File: config.mk
export PLATFORM = sky130hd
export DESIGN_NAME = ipv4_port_text_validator
export DESIGN_NICKNAME = d
export VERILOG_FILES = /design/src/sv/ipv4v_pkg.sv /design/src/sv/ipv4_port_text_validator.sv
export SDC_FILE = /design/constraint.sdc
export NUM_CORES = 1
export LEC_CHECK = 0
export BUFFER_PORTS_ARGS = -buffer_cell sky130_fd_sc_hd__buf_2
export CORE_MARGIN = 2
export CORE_UTILIZATION = 58
export DETAILED_ROUTE_END_ITERATION = 12
export HOLD_SLACK_MARGIN = 0.03
export PLACE_DENSITY = 0.83
export RECOVER_POWER = 50
export SLEW_MARGIN = 20
export SYNTH_ARGS = -nofsm -noshare
export SYNTH_HDL_FRONTEND = slang
export SYNTH_SLANG_ARGS = --single-unit
File: constraint.sdc
create_clock -name clk_i -period 5.54 [get_ports clk_i]
set_input_delay 0.831 -clock clk_i [delete_from_list [all_inputs] [get_ports clk_i]]
set_output_delay 0.831 -clock clk_i [all_outputs]
set_load 0.02 [all_outputs]
File: src/sv/ipv4v_pkg.sv
// ----------------------------------------------------------------------------
// ipv4v_pkg
// Shared constants for the IPv4 address text validator.
// ----------------------------------------------------------------------------
package ipv4v_pkg;

  localparam int unsigned ValueW   = 17;
  localparam int unsigned IndexW   = 3;
  localparam int unsigned CountW   = 3;
  localparam int unsigned OctetW   = 8;
  localparam int unsigned PortW    = 16;
  localparam int unsigned PaddrW   = 3;
  localparam int unsigned DataW    = 32;

  // The value accumulator sticks here, just above any port limit.
  localparam logic [ValueW-1:0] FieldSat = 17'd65536;
  localparam logic [CountW-1:0] CountMax = 3'd7;

  localparam logic [OctetW-1:0] OctetLimitRst = 8'd255;
  localparam logic [PortW-1:0]  PortLimitRst  = 16'd65535;

  // Field positions: 0..3 are the dotted fields, 4 is the port.
  localparam logic [IndexW-1:0] IdxLastOctet = 3'd3;
  localparam logic [IndexW-1:0] IdxPort      = 3'd4;

  // Character codes.
  localparam logic [7:0] ChZero  = 8'h30;
  localparam logic [7:0] ChNine  = 8'h39;
  localparam logic [7:0] ChDot   = 8'h2E;
  localparam logic [7:0] ChColon = 8'h3A;

  // Register indexes, taken from paddr[2].
  localparam logic RegOctetLimit = 1'b0;
  localparam logic RegPortLimit  = 1'b1;

endpackage

File: src/sv/ipv4_port_text_validator.sv
// ----------------------------------------------------------------------------
// ipv4_port_text_validator
// Checks dotted-quad IPv4 text with an optional port, one character a beat.
// ----------------------------------------------------------------------------
// The input channel carries one character per beat with a flag on the last
// character of the text. The output channel carries one verdict beat per
// text, sent after its last character; other characters produce no beat.
// Every character updates the field state in the cycle it is accepted, so
// one character is taken per cycle while the input is ready. The verdict is
// in the output register in the cycle after the last character is accepted.
// The input stays ready while the verdict register is empty or is being
// drained in the same cycle; if the receiver stalls with a verdict pending,
// input is held off until that verdict is taken, since the next text may end
// in its first character.
// The APB port holds the octet limit at address 0 and the port limit at
// address 4; both limits are read when a number ends. Reset clears the text
// state and the verdict valid flag and restores both limits to their maximum.
// No clearing pass is needed after reset.
// ----------------------------------------------------------------------------
module ipv4_port_text_validator
  import ipv4v_pkg::*;
(
  input  logic              clk_i,
  input  logic              rst_ni,
  // Character channel.
  input  logic              in_valid_i,
  output logic              in_ready_o,
  input  logic [7:0]        char_code_i,
  input  logic              last_char_i,
  // Verdict channel.
  output logic              out_valid_o,
  input  logic              out_ready_i,
  output logic              address_ok_o,
  // Configuration port.
  input  logic              psel,
  input  logic              penable,
  input  logic              pwrite,
  input  logic [PaddrW-1:0] paddr,
  input  logic [DataW-1:0]  pwdata,
  output logic [DataW-1:0]  prdata,
  output logic              pready
);

  logic [OctetW-1:0] octet_limit_q;
  logic [PortW-1:0]  port_limit_q;

  logic [IndexW-1:0] field_index_q, field_index_d;
  logic [ValueW-1:0] field_value_q, field_value_d;
  logic [CountW-1:0] digit_count_q, digit_count_d;
  logic              leading_zero_q, leading_zero_d;
  logic              error_seen_q, error_seen_d;
  logic              out_valid_q;
  logic              address_ok_q, address_ok_d;

  logic              in_fire;
  logic              cfg_write;

  // Configuration registers.
  assign pready    = 1'b1;
  assign cfg_write = psel && penable && pwrite;

  always_ff @(posedge clk_i or negedge rst_ni) begin
    if (!rst_ni) begin
      octet_limit_q <= OctetLimitRst;
      port_limit_q  <= PortLimitRst;
    end else if (cfg_write) begin
      case (paddr[2])
        RegOctetLimit: octet_limit_q <= pwdata[OctetW-1:0];
        RegPortLimit:  port_limit_q  <= pwdata[PortW-1:0];
        default:       octet_limit_q <= octet_limit_q;
      endcase
    end
  end

  always_comb begin
    case (paddr[2])
      RegOctetLimit: prdata = DataW'(octet_limit_q);
      RegPortLimit:  prdata = DataW'(port_limit_q);
      default:       prdata = '0;
    endcase
  end

  // Character update.
  logic              is_digit;
  logic [3:0]        digit;
  logic [20:0]       value_x10;
  logic              octet_ok;
  logic [IndexW-1:0] nxt_index;
  logic [ValueW-1:0] nxt_value;
  logic [CountW-1:0] nxt_count;
  logic              nxt_lzero;
  logic              nxt_error;
  logic              verdict;

  assign is_digit   = (char_code_i >= ChZero) && (char_code_i <= ChNine);
  assign digit      = 4'(char_code_i - ChZero);
  assign value_x10  = (21'(field_value_q) << 3) + (21'(field_value_q) << 1) + 21'(digit);
  assign octet_ok   = (digit_count_q != '0) &&
                      (field_value_q <= ValueW'(octet_limit_q));

  always_comb begin
    nxt_index = field_index_q;
    nxt_value = field_value_q;
    nxt_count = digit_count_q;
    nxt_lzero = leading_zero_q;
    nxt_error = error_seen_q;
    if (is_digit) begin
      if (leading_zero_q) begin
        nxt_error = 1'b1;
      end
      if ((digit_count_q == '0) && (digit == 4'd0)) begin
        nxt_lzero = 1'b1;
      end
      nxt_value = (value_x10 > 21'(FieldSat)) ? FieldSat : value_x10[ValueW-1:0];
      if (digit_count_q < CountMax) begin
        nxt_count = digit_count_q + CountW'(1);
      end
    end else if (char_code_i == ChDot) begin
      if ((field_index_q < IdxLastOctet) && octet_ok) begin
        nxt_index = field_index_q + IndexW'(1);
        nxt_value = '0;
        nxt_count = '0;
        nxt_lzero = 1'b0;
      end else begin
        nxt_error = 1'b1;
      end
    end else if (char_code_i == ChColon) begin
      if ((field_index_q == IdxLastOctet) && octet_ok) begin
        nxt_index = IdxPort;
        nxt_value = '0;
        nxt_count = '0;
        nxt_lzero = 1'b0;
      end else begin
        nxt_error = 1'b1;
      end
    end else begin
      nxt_error = 1'b1;
    end

    // The verdict looks at the state after this character.
    if (nxt_index == IdxLastOctet) begin
      verdict = !nxt_error && (nxt_count != '0) &&
                (nxt_value <= ValueW'(octet_limit_q));
    end else if (nxt_index == IdxPort) begin
      verdict = !nxt_error && (nxt_count != '0) &&
                (nxt_value <= ValueW'(port_limit_q));
    end else begin
      verdict = 1'b0;
    end

    if (last_char_i) begin
      field_index_d  = '0;
      field_value_d  = '0;
      digit_count_d  = '0;
      leading_zero_d = 1'b0;
      error_seen_d   = 1'b0;
    end else begin
      field_index_d  = nxt_index;
      field_value_d  = nxt_value;
      digit_count_d  = nxt_count;
      leading_zero_d = nxt_lzero;
      error_seen_d   = nxt_error;
    end
    address_ok_d = verdict;
  end

  assign in_ready_o = !out_valid_q || out_ready_i;
  assign in_fire    = in_valid_i && in_ready_o;

  always_ff @(posedge clk_i or negedge rst_ni) begin
    if (!rst_ni) begin
      field_index_q  <= '0;
      field_value_q  <= '0;
      digit_count_q  <= '0;
      leading_zero_q <= 1'b0;
      error_seen_q   <= 1'b0;
    end else if (in_fire) begin
      field_index_q  <= field_index_d;
      field_value_q  <= field_value_d;
      digit_count_q  <= digit_count_d;
      leading_zero_q <= leading_zero_d;
      error_seen_q   <= error_seen_d;
    end
  end

  // Verdict register.
  always_ff @(posedge clk_i or negedge rst_ni) begin
    if (!rst_ni) begin
      out_valid_q <= 1'b0;
    end else if (in_fire && last_char_i) begin
      out_valid_q <= 1'b1;
    end else if (out_ready_i) begin
      out_valid_q <= 1'b0;
    end
  end

  always_ff @(posedge clk_i) begin
    if (in_fire && last_char_i) begin
      address_ok_q <= address_ok_d;
    end
  end

  assign out_valid_o  = out_valid_q;
  assign address_ok_o = address_ok_q;

  // Assertions.
  a_last_gives_verdict: assert property (@(posedge clk_i) disable iff (!rst_ni)
    in_fire && last_char_i |=> out_valid_o)
    else $error("last character did not produce a verdict");

  a_last_clears_text: assert property (@(posedge clk_i) disable iff (!rst_ni)
    in_fire && last_char_i |=> (field_index_q == '0) && !error_seen_q &&
                               (digit_count_q == '0) && !leading_zero_q)
    else $error("text state not cleared after last character");

  a_value_saturates: assert property (@(posedge clk_i) disable iff (!rst_ni)
    field_value_q <= FieldSat)
    else $error("field value above saturation point");

  a_index_range: assert property (@(posedge clk_i) disable iff (!rst_ni)
    field_index_q <= IdxPort)
    else $error("field index beyond the port field");

  a_no_verdict_midtext: assert property (@(posedge clk_i) disable iff (!rst_ni)
    in_fire && !last_char_i && !out_valid_o |=> !out_valid_o)
    else $error("verdict produced without a last character");

endmodule
* Yosys cells after proc, flatten, opt, wreduce, memory -nomap -nowiden
Index checks and enable logic that the tools add are counted.
** Word-level totals
- Flip-flop bits (word level) :: 51
- Latch bits :: 0
- RAM bits :: 0
- Memory bits (read-only) :: 0
- Input bits :: 51
- Output and inout bits :: 36
- Logic and storage cells :: 94
- Memories :: 0
** Cells by class
- Add/sub/neg operators :: 5
- Multipliers :: 0
- Divide/modulo/power cells :: 0
- Magnitude comparators :: 8
- Eq/ne operators :: 7
- Shift-type cells :: 0
- Multiplexer cells :: 39
- Bitwise logic cells :: 1
- Reduce and logical (&&, ||, !) cells :: 25
** Operator list (count)
- 17-bit 2-to-1 mux :: 7
- 32-bit case mux with 2 select lines :: 1
- 3-bit 2-to-1 mux :: 13
- 17-bit by 8-bit <= comparator with 1-bit output :: 2
- 20-bit by 18-bit adder with 21-bit output :: 1
- 21-bit by 4-bit adder with 21-bit output :: 1
- 21-bit by 17-bit greater-than comparator with 1-bit output, second input constant :: 1
- 1-bit 2-to-1 mux :: 18
- 17-bit by 16-bit <= comparator with 1-bit output :: 1
- 8-bit by 6-bit equality test with 1-bit output, second input constant :: 2
- 1-bit logical AND :: 12
- 8-bit by 6-bit >= comparator with 1-bit output, second input constant :: 1
- 8-bit by 6-bit <= comparator with 1-bit output, second input constant :: 1
- 4-bit nonzero test :: 2
- 3-bit by 1-bit adder with 3-bit output, second input constant :: 2
- 3-bit by 2-bit equality test with 1-bit output, second input constant :: 2
- 3-bit nonzero test :: 2
- 5-bit AND reduction :: 1
- 4-bit logical NOT :: 1
- 4-bit by 3-bit inequality test with 1-bit output, second input constant :: 1
- 2-bit AND reduction :: 2
- 4-bit by 1-bit subtractor with 4-bit output, second input constant :: 1
- 3-bit equality test, second input constant :: 1
- 3-bit logical NOT :: 1
- 7 further kinds :: 8

* Longest topological paths before layout
- Depth after elaboration :: 12
- Mapped depth :: 25
- Depth with buffers taken out :: 23

* Least setup slack after synthesis
Ideal clock, no wire load.
- Kind :: input port to flip-flop
- From :: in char_code_i[3]
- To :: reg address_ok_q (netlist: address_ok_o) (data pin)
- Setup time :: 0.188 ns
- Data arrival time :: 5.328 ns
- Required time :: 5.352 ns
- Setup slack :: 0.024 ns
- Stages :: 21
- Buffers on the path :: 2
- Path through :: inv_1 -> fa_1 -> fa_1 -> inv_1 -> or4_1 -> or4_1 -> a2111oi_0 -> nor4b_1 -> a31o_1 -> and2b_1 -> buf_6 -> buf_6 -> a22o_1 -> ha_1 -> a21o_1 -> a21o_1 -> a211o_1 -> o221ai_1 -> a21oi_1 -> a2111o_1 -> o41ai_1
** Between the ends
- Cells in the longest elaborated chain, start to end :: 9
- Elaborated cells on any way between the ends :: 32
- Those cells by class :: add/sub (2); order compare (5); eq/ne (4); mux (15); reduce/logical (6)
** RTL lines
- from (decl) :: line ipv4_port_text_validator.sv:28 : input logic [7:0] char_code_i,
- 4-bit by 1-bit subtractor with 4-bit output or 8-bit by 6-bit equality test with 1-bit output (tied branches) :: line ipv4_port_text_validator.sv:96, ipv4_port_text_validator.sv:127
- 21-bit by 4-bit adder with 21-bit output (tied with other cells) :: line ipv4_port_text_validator.sv:97 : assign value_x10 = (21'(field_value_q) << 3) + (21'(field_value_q) << 1) + 21'(digit);
- 21-bit by 17-bit greater-than comparator with 1-bit output (tied with other cells) :: line ipv4_port_text_validator.sv:114 : nxt_value = (value_x10 > 21'(FieldSat)) ? FieldSat : value_x10[ValueW-1:0];
- 17-bit 2-to-1 mux (tied with other cells) :: line ipv4_port_text_validator.sv:114
- 17-bit 2-to-1 mux (tied with other cells) :: line ipv4_port_text_validator.sv:107 : if (is_digit) begin
- 17-bit by 16-bit <= comparator with 1-bit output or 1-bit logical AND (tied branches) :: line ipv4_port_text_validator.sv:146, ipv4_port_text_validator.sv:142, ipv4_port_text_validator.sv:145
- 1-bit logical AND :: line ipv4_port_text_validator.sv:145 : verdict = !nxt_error && (nxt_count != '0) &&
- 1-bit 2-to-1 mux :: line ipv4_port_text_validator.sv:144 : end else if (nxt_index == IdxPort) begin
- 1-bit 2-to-1 mux (*) :: line ipv4_port_text_validator.sv:141 : if (nxt_index == IdxLastOctet) begin
- net address_ok_d :: line ipv4_port_text_validator.sv:53 : logic address_ok_q, address_ok_d;
- to (signal assigned) :: line ipv4_port_text_validator.sv:199 : address_ok_q <= address_ok_d;
- to (decl) :: line ipv4_port_text_validator.sv:53
Mark *: on every way through the listed nets, which the timed path passes. The rest lies on a longest branch.
A chain may end at the register's enable or synchronous reset.

* Worst setup path after layout
- From :: in char_code_i[2]
- To :: reg address_ok_q (netlist: address_ok_o) (data pin)
Same word-level chain as after synthesis.

==> run_results.csv <==
group,metric,value,unit
synthesis,avgSynthCellArea,8.952,um2
setup_path,ff2ff_setup_slack,0.04,ns
setup_path,endpoint_kind,"flip-flop",
power_and_ir_drop,p_leak,2.960,nW
synthesis,ys_seq_area_frac,0.2698,
routing,drtIter0Drc,263,
setup_path,rr_endpoint,"address_ok_o",
setup_path,critPathArrivalTime,5.76,ns
synthesis,yosysTopAreaCell,"ha_1",
synthesis,synth_cells,543,
synthesis,synthDistinctLibCells,69,
routing,vias_per_cell,6.148,
routing,num_vias,4617,
grt,grt_overflow,0,
clock_tree,numCtsBuffers,5,
setup_path,critPathMaxFanout,4,
final_layout,antenna_cells,0,
synthesis,syn_area,0.004861,mm2
synthesis,synth-seq-cells,51,
floorplan,num_rows,33,
placement,dp.cells,736,
placement,place_ws,-0.6384,ns
sta,skew,0.01480,ns
clock_tree,insertion_delay,0.32,ns
power_and_ir_drop,power_switching,0.3888,mW
floorplan,die_area,0.009129,mm2
final_layout,drive_above_1_share,0.3142,
sta,worst_pin_slew,2.702,ns
routing,route.detailed.drc,0,
power_and_ir_drop,comb_power_share,0.334,
setup_path,path_class,"primary input to flip-flop",
sta,rsz0062_at_grt,"true",
setup_path,cp-start-kind,"primary input",
final_layout,multi_input_area,0.003398,mm2
clock_tree,clk_path_buf_depth,2,
sta,finalCritPeriodShare,1.017,
routing,wl_per_cell,17.49,um
status,violations,"capacitance limit, slew limit, setup timing",
clock_tree,clk_pin_slew,0.10,ns
clock_tree,cts_root_buf,"clkbuf_8",
power_and_ir_drop,pwr-share-seq,0.460,
status,status,"complete, but fails checks",
placement,gp_congestion,0.9180,
floorplan,die_w,95.55,um
sta,slew_viol_final,51,
final_layout,final_util,0.7149,
floorplan,initial_core_util,0.5946,
final_layout,regArea,0.001311,mm2
synthesis,synth_async_sr_flop_share,0.9804,
final_layout,final_nets,767,
grt,grt_pass1_wl,20.35,mm
sta,max_slew_margin,-0.8011,
flow_run,maxCapViolations,1,
setup_path,rr_worst_depth,21,
clock_tree,cts_tree,"built",
placement,hpwl,9.966,mm
setup_path,critPathRequiredTime,5.66,ns
min_path,min_path_type,"flip-flop to flip-flop",
placement,io_buffers,51,
setup_path,setup.worst_path.start,"char_code_i[2]",
synthesis,netlist_top_cells_area,"ha_1 18%, dfrtp_1 13%, dfstp_2 13%",
grt,grt_usage,0.2850,
clock_tree,h-tree-depth,2,
setup_path,regToRegStartpoint,"field_value_q[0]",
sta,fin_tns_setup,-0.09200,ns
sta,fin_ws,-0.09200,ns
grt,antenna_found_initial,0,
setup_path,crit_path_end,"address_ok_o",
floorplan,pin_count,87,
floorplan,core_area,0.008175,mm2
routing,ant_nets,0,
grt,grt_max_degree,51,
power_and_ir_drop,p_int,0.7000,mW
power_and_ir_drop,power_switching_share,0.3571,
power_and_ir_drop,pwr-share-clk,0.206,
sta,period_needed,5.632,ns
synthesis,synth_edf_count,1,
routing,firstDrtPassIters,5,
sta,fmax,177.6,MHz
power_and_ir_drop,finalPower,1.089,mW
final_layout,fin_cells,751,
synthesis,yosysTopAreaCellShare,0.1776,
grt,first_global_vias,4536,
sta,hold_violations,0,
synthesis,ys_warn_count,0,
sta,finalSetupViolations,1,
final_layout,synthToLayoutAreaGrowth,20.23,%
floorplan,fp.dieH,95.55,um
synthesis,ys.flop_type,"dfrtp_1",
final_layout,n_fill_cell,616,
power_and_ir_drop,p_per_area,186.3,mW/mm2
power_and_ir_drop,vdd_drop_max,0.1281,mV
clock_tree,clock-sinks,51,
routing,routed_wirelength,13.14,mm
[timing repair]
action,4_1_cts,5_1_grt
hold buffers,0,0
setup buffers,5,2
pin swaps,22,15
resized for setup,22,16
setup endpoints to repair,1,1
[logic make-up (layout without fill, tap and decap cells)]
| family | after synthesis | after routing | synth area share |
|---|---|---|---|
| XOR/XNOR | 12 | 12 | 0.02162 |
| multiplexers | 27 | 27 | 0.06203 |
| AND/OR/NAND/NOR | 148 | 148 | 0.1573 |
| other | 2 | 17 | 0.001545 |
| AO/OA/AOI/OAI | 154 | 154 | 0.2237 |
| adder cells (fa/ha/maj) | 71 | 71 | 0.1858 |
| buffers and inverters | 78 | 166 | 0.07825 |
| flip-flops | 51 | 51 | 0.2698 |
[final cells by class]
type | instances | area share
sequential | 51 | 0.2244
multi-input combinational | 429 | 0.5815
clock inverter | 2 | 0.002355
clock buffer | 6 | 0.01242
tap | 105 | 0.02248
timing repair buffer | 117 | 0.1306
inverter | 41 | 0.02633
[cells in the mapped netlist, types with 3 or more instances]
| master | n |
|---|---|
| nor3_1 | 10 |
| a21o_1 | 15 |
| clkbuf_1 | 16 |
| o2111ai_1 | 4 |
| and3_1 | 3 |
| o21ai_0 | 28 |
| a211oi_1 | 3 |
| inv_1 | 41 |
| dfrtp_1 | 26 |
| and2_1 | 9 |
| o21bai_1 | 3 |
| nor2_1 | 34 |
| o31ai_1 | 4 |
| a21oi_1 | 33 |
| buf_4 | 17 |
| o21a_1 | 3 |
| a32o_1 | 14 |
| nand4_1 | 15 |
| nand3_1 | 7 |
| nand2b_1 | 6 |
| nor4_1 | 3 |
| ha_1 | 69 |
| a211o_1 | 3 |
| dfstp_2 | 24 |
| mux2_2 | 25 |
| nand2_1 | 37 |
| or4_1 | 3 |
| xnor2_1 | 7 |
| o22ai_1 | 5 |
| buf_6 | 3 |
| xor2_1 | 5 |
| a22o_1 | 15 |
| nor2b_1 | 5 |
[registers in the layout, summed over array words and instances, names as in the netlist]
| name | count |
|---|---|
| digit_count_q | 3 |
| address_ok_o | 1 |
| error_seen_q | 1 |
| port_limit_q | 16 |
| octet_limit_q | 8 |
| out_valid_o | 1 |
| field_index_q | 3 |
| leading_zero_q | 1 |
| field_value_q | 17 |
[metrics by stage]
stage | cell area (um2) | hold WS [ns]
floorplan | 4917 | 0.4661
global placement | 5520 | 0.4799
detailed placement | 5520 | 0.4867
CTS | 5733 | 0.5104
global route | 5844 | 0.5267
finish | 5844 | 0.5091
[worst min-delay path by stage]
stage                              start              to  cells past startpoint  slack [ns]
after floorplan           leading_zero_q  leading_zero_q                      1        0.47
after global placement    leading_zero_q  leading_zero_q                      1        0.48
after detailed placement  leading_zero_q  leading_zero_q                      1        0.49
after CTS                 leading_zero_q  leading_zero_q                      1        0.51
after global routing      leading_zero_q  leading_zero_q                      1        0.53
final                     leading_zero_q  leading_zero_q                      1        0.51
[critical path, cell delays in order]
cell and delay [ns]:
buf_2 0.13, ha_4 0.27, ha_4 0.13, inv_2 0.04, fa_1 0.53, inv_1 0.07, or4_1 0.42, or4_4 0.52
a2111oi_4 0.26, nor4b_2 0.24, a31o_1 0.19, and2b_2 0.23, buf_6 0.13, buf_6 0.09, buf_4 0.12, a22o_1 0.14
ha_1 0.15, nand4_1 0.14, or4_4 0.56, o21ai_2 0.08, a21oi_2 0.06, a2111o_1 0.36, o41ai_2 0.06
[placed cells by master, fill, tap and decap left out, types with 6 or more instances in the layout]
cell type / Yosys / final
a32o_1: 14 / 14
nand2b_1: 6 / 6
buf_2: 1 / 46
and2_1: 9 / 8
ha_1: 69 / 64
conb_1: 2 / 17
inv_1: 41 / 39
mux2_2: 25 / 25
a21oi_2: 0 / 8
a21oi_1: 33 / 25
nor2_1: 34 / 34
nand2_1: 37 / 37
nand3_1: 7 / 7
a22o_1: 15 / 13
xnor2_1: 7 / 7
dfrtp_1: 26 / 26
nand4_1: 15 / 15
dfstp_2: 24 / 24
o21ai_0: 28 / 24
nor3_1: 10 / 10
a21o_1: 15 / 15
buf_4: 17 / 63
[power groups by stage]
| stage | combinational [mW] | clock, mW | sequential [mW] |
|---|---|---|---|
| detailed placement | 0.338 | 0 | 0.506 |
| CTS | 0.350 | 0.223 | 0.499 |
| finish | 0.364 | 0.224 | 0.501 |
| global route | 0.403 | 0.239 | 0.508 |
| global placement | 0.319 | 0 | 0.500 |
| floorplan | 0.240 | 0 | 0.489 |
[routing by layer]
layer	up-vias	wire length, um	GRT usage
met4	0	331	0.1012
li1	2185	-	-
met3	34	692	0.03953
met5	-	0	0
met2	164	6674	0.5262
met1	2234	5439	0.3340
No activity file was read; power rests on OpenSTA's default activity.
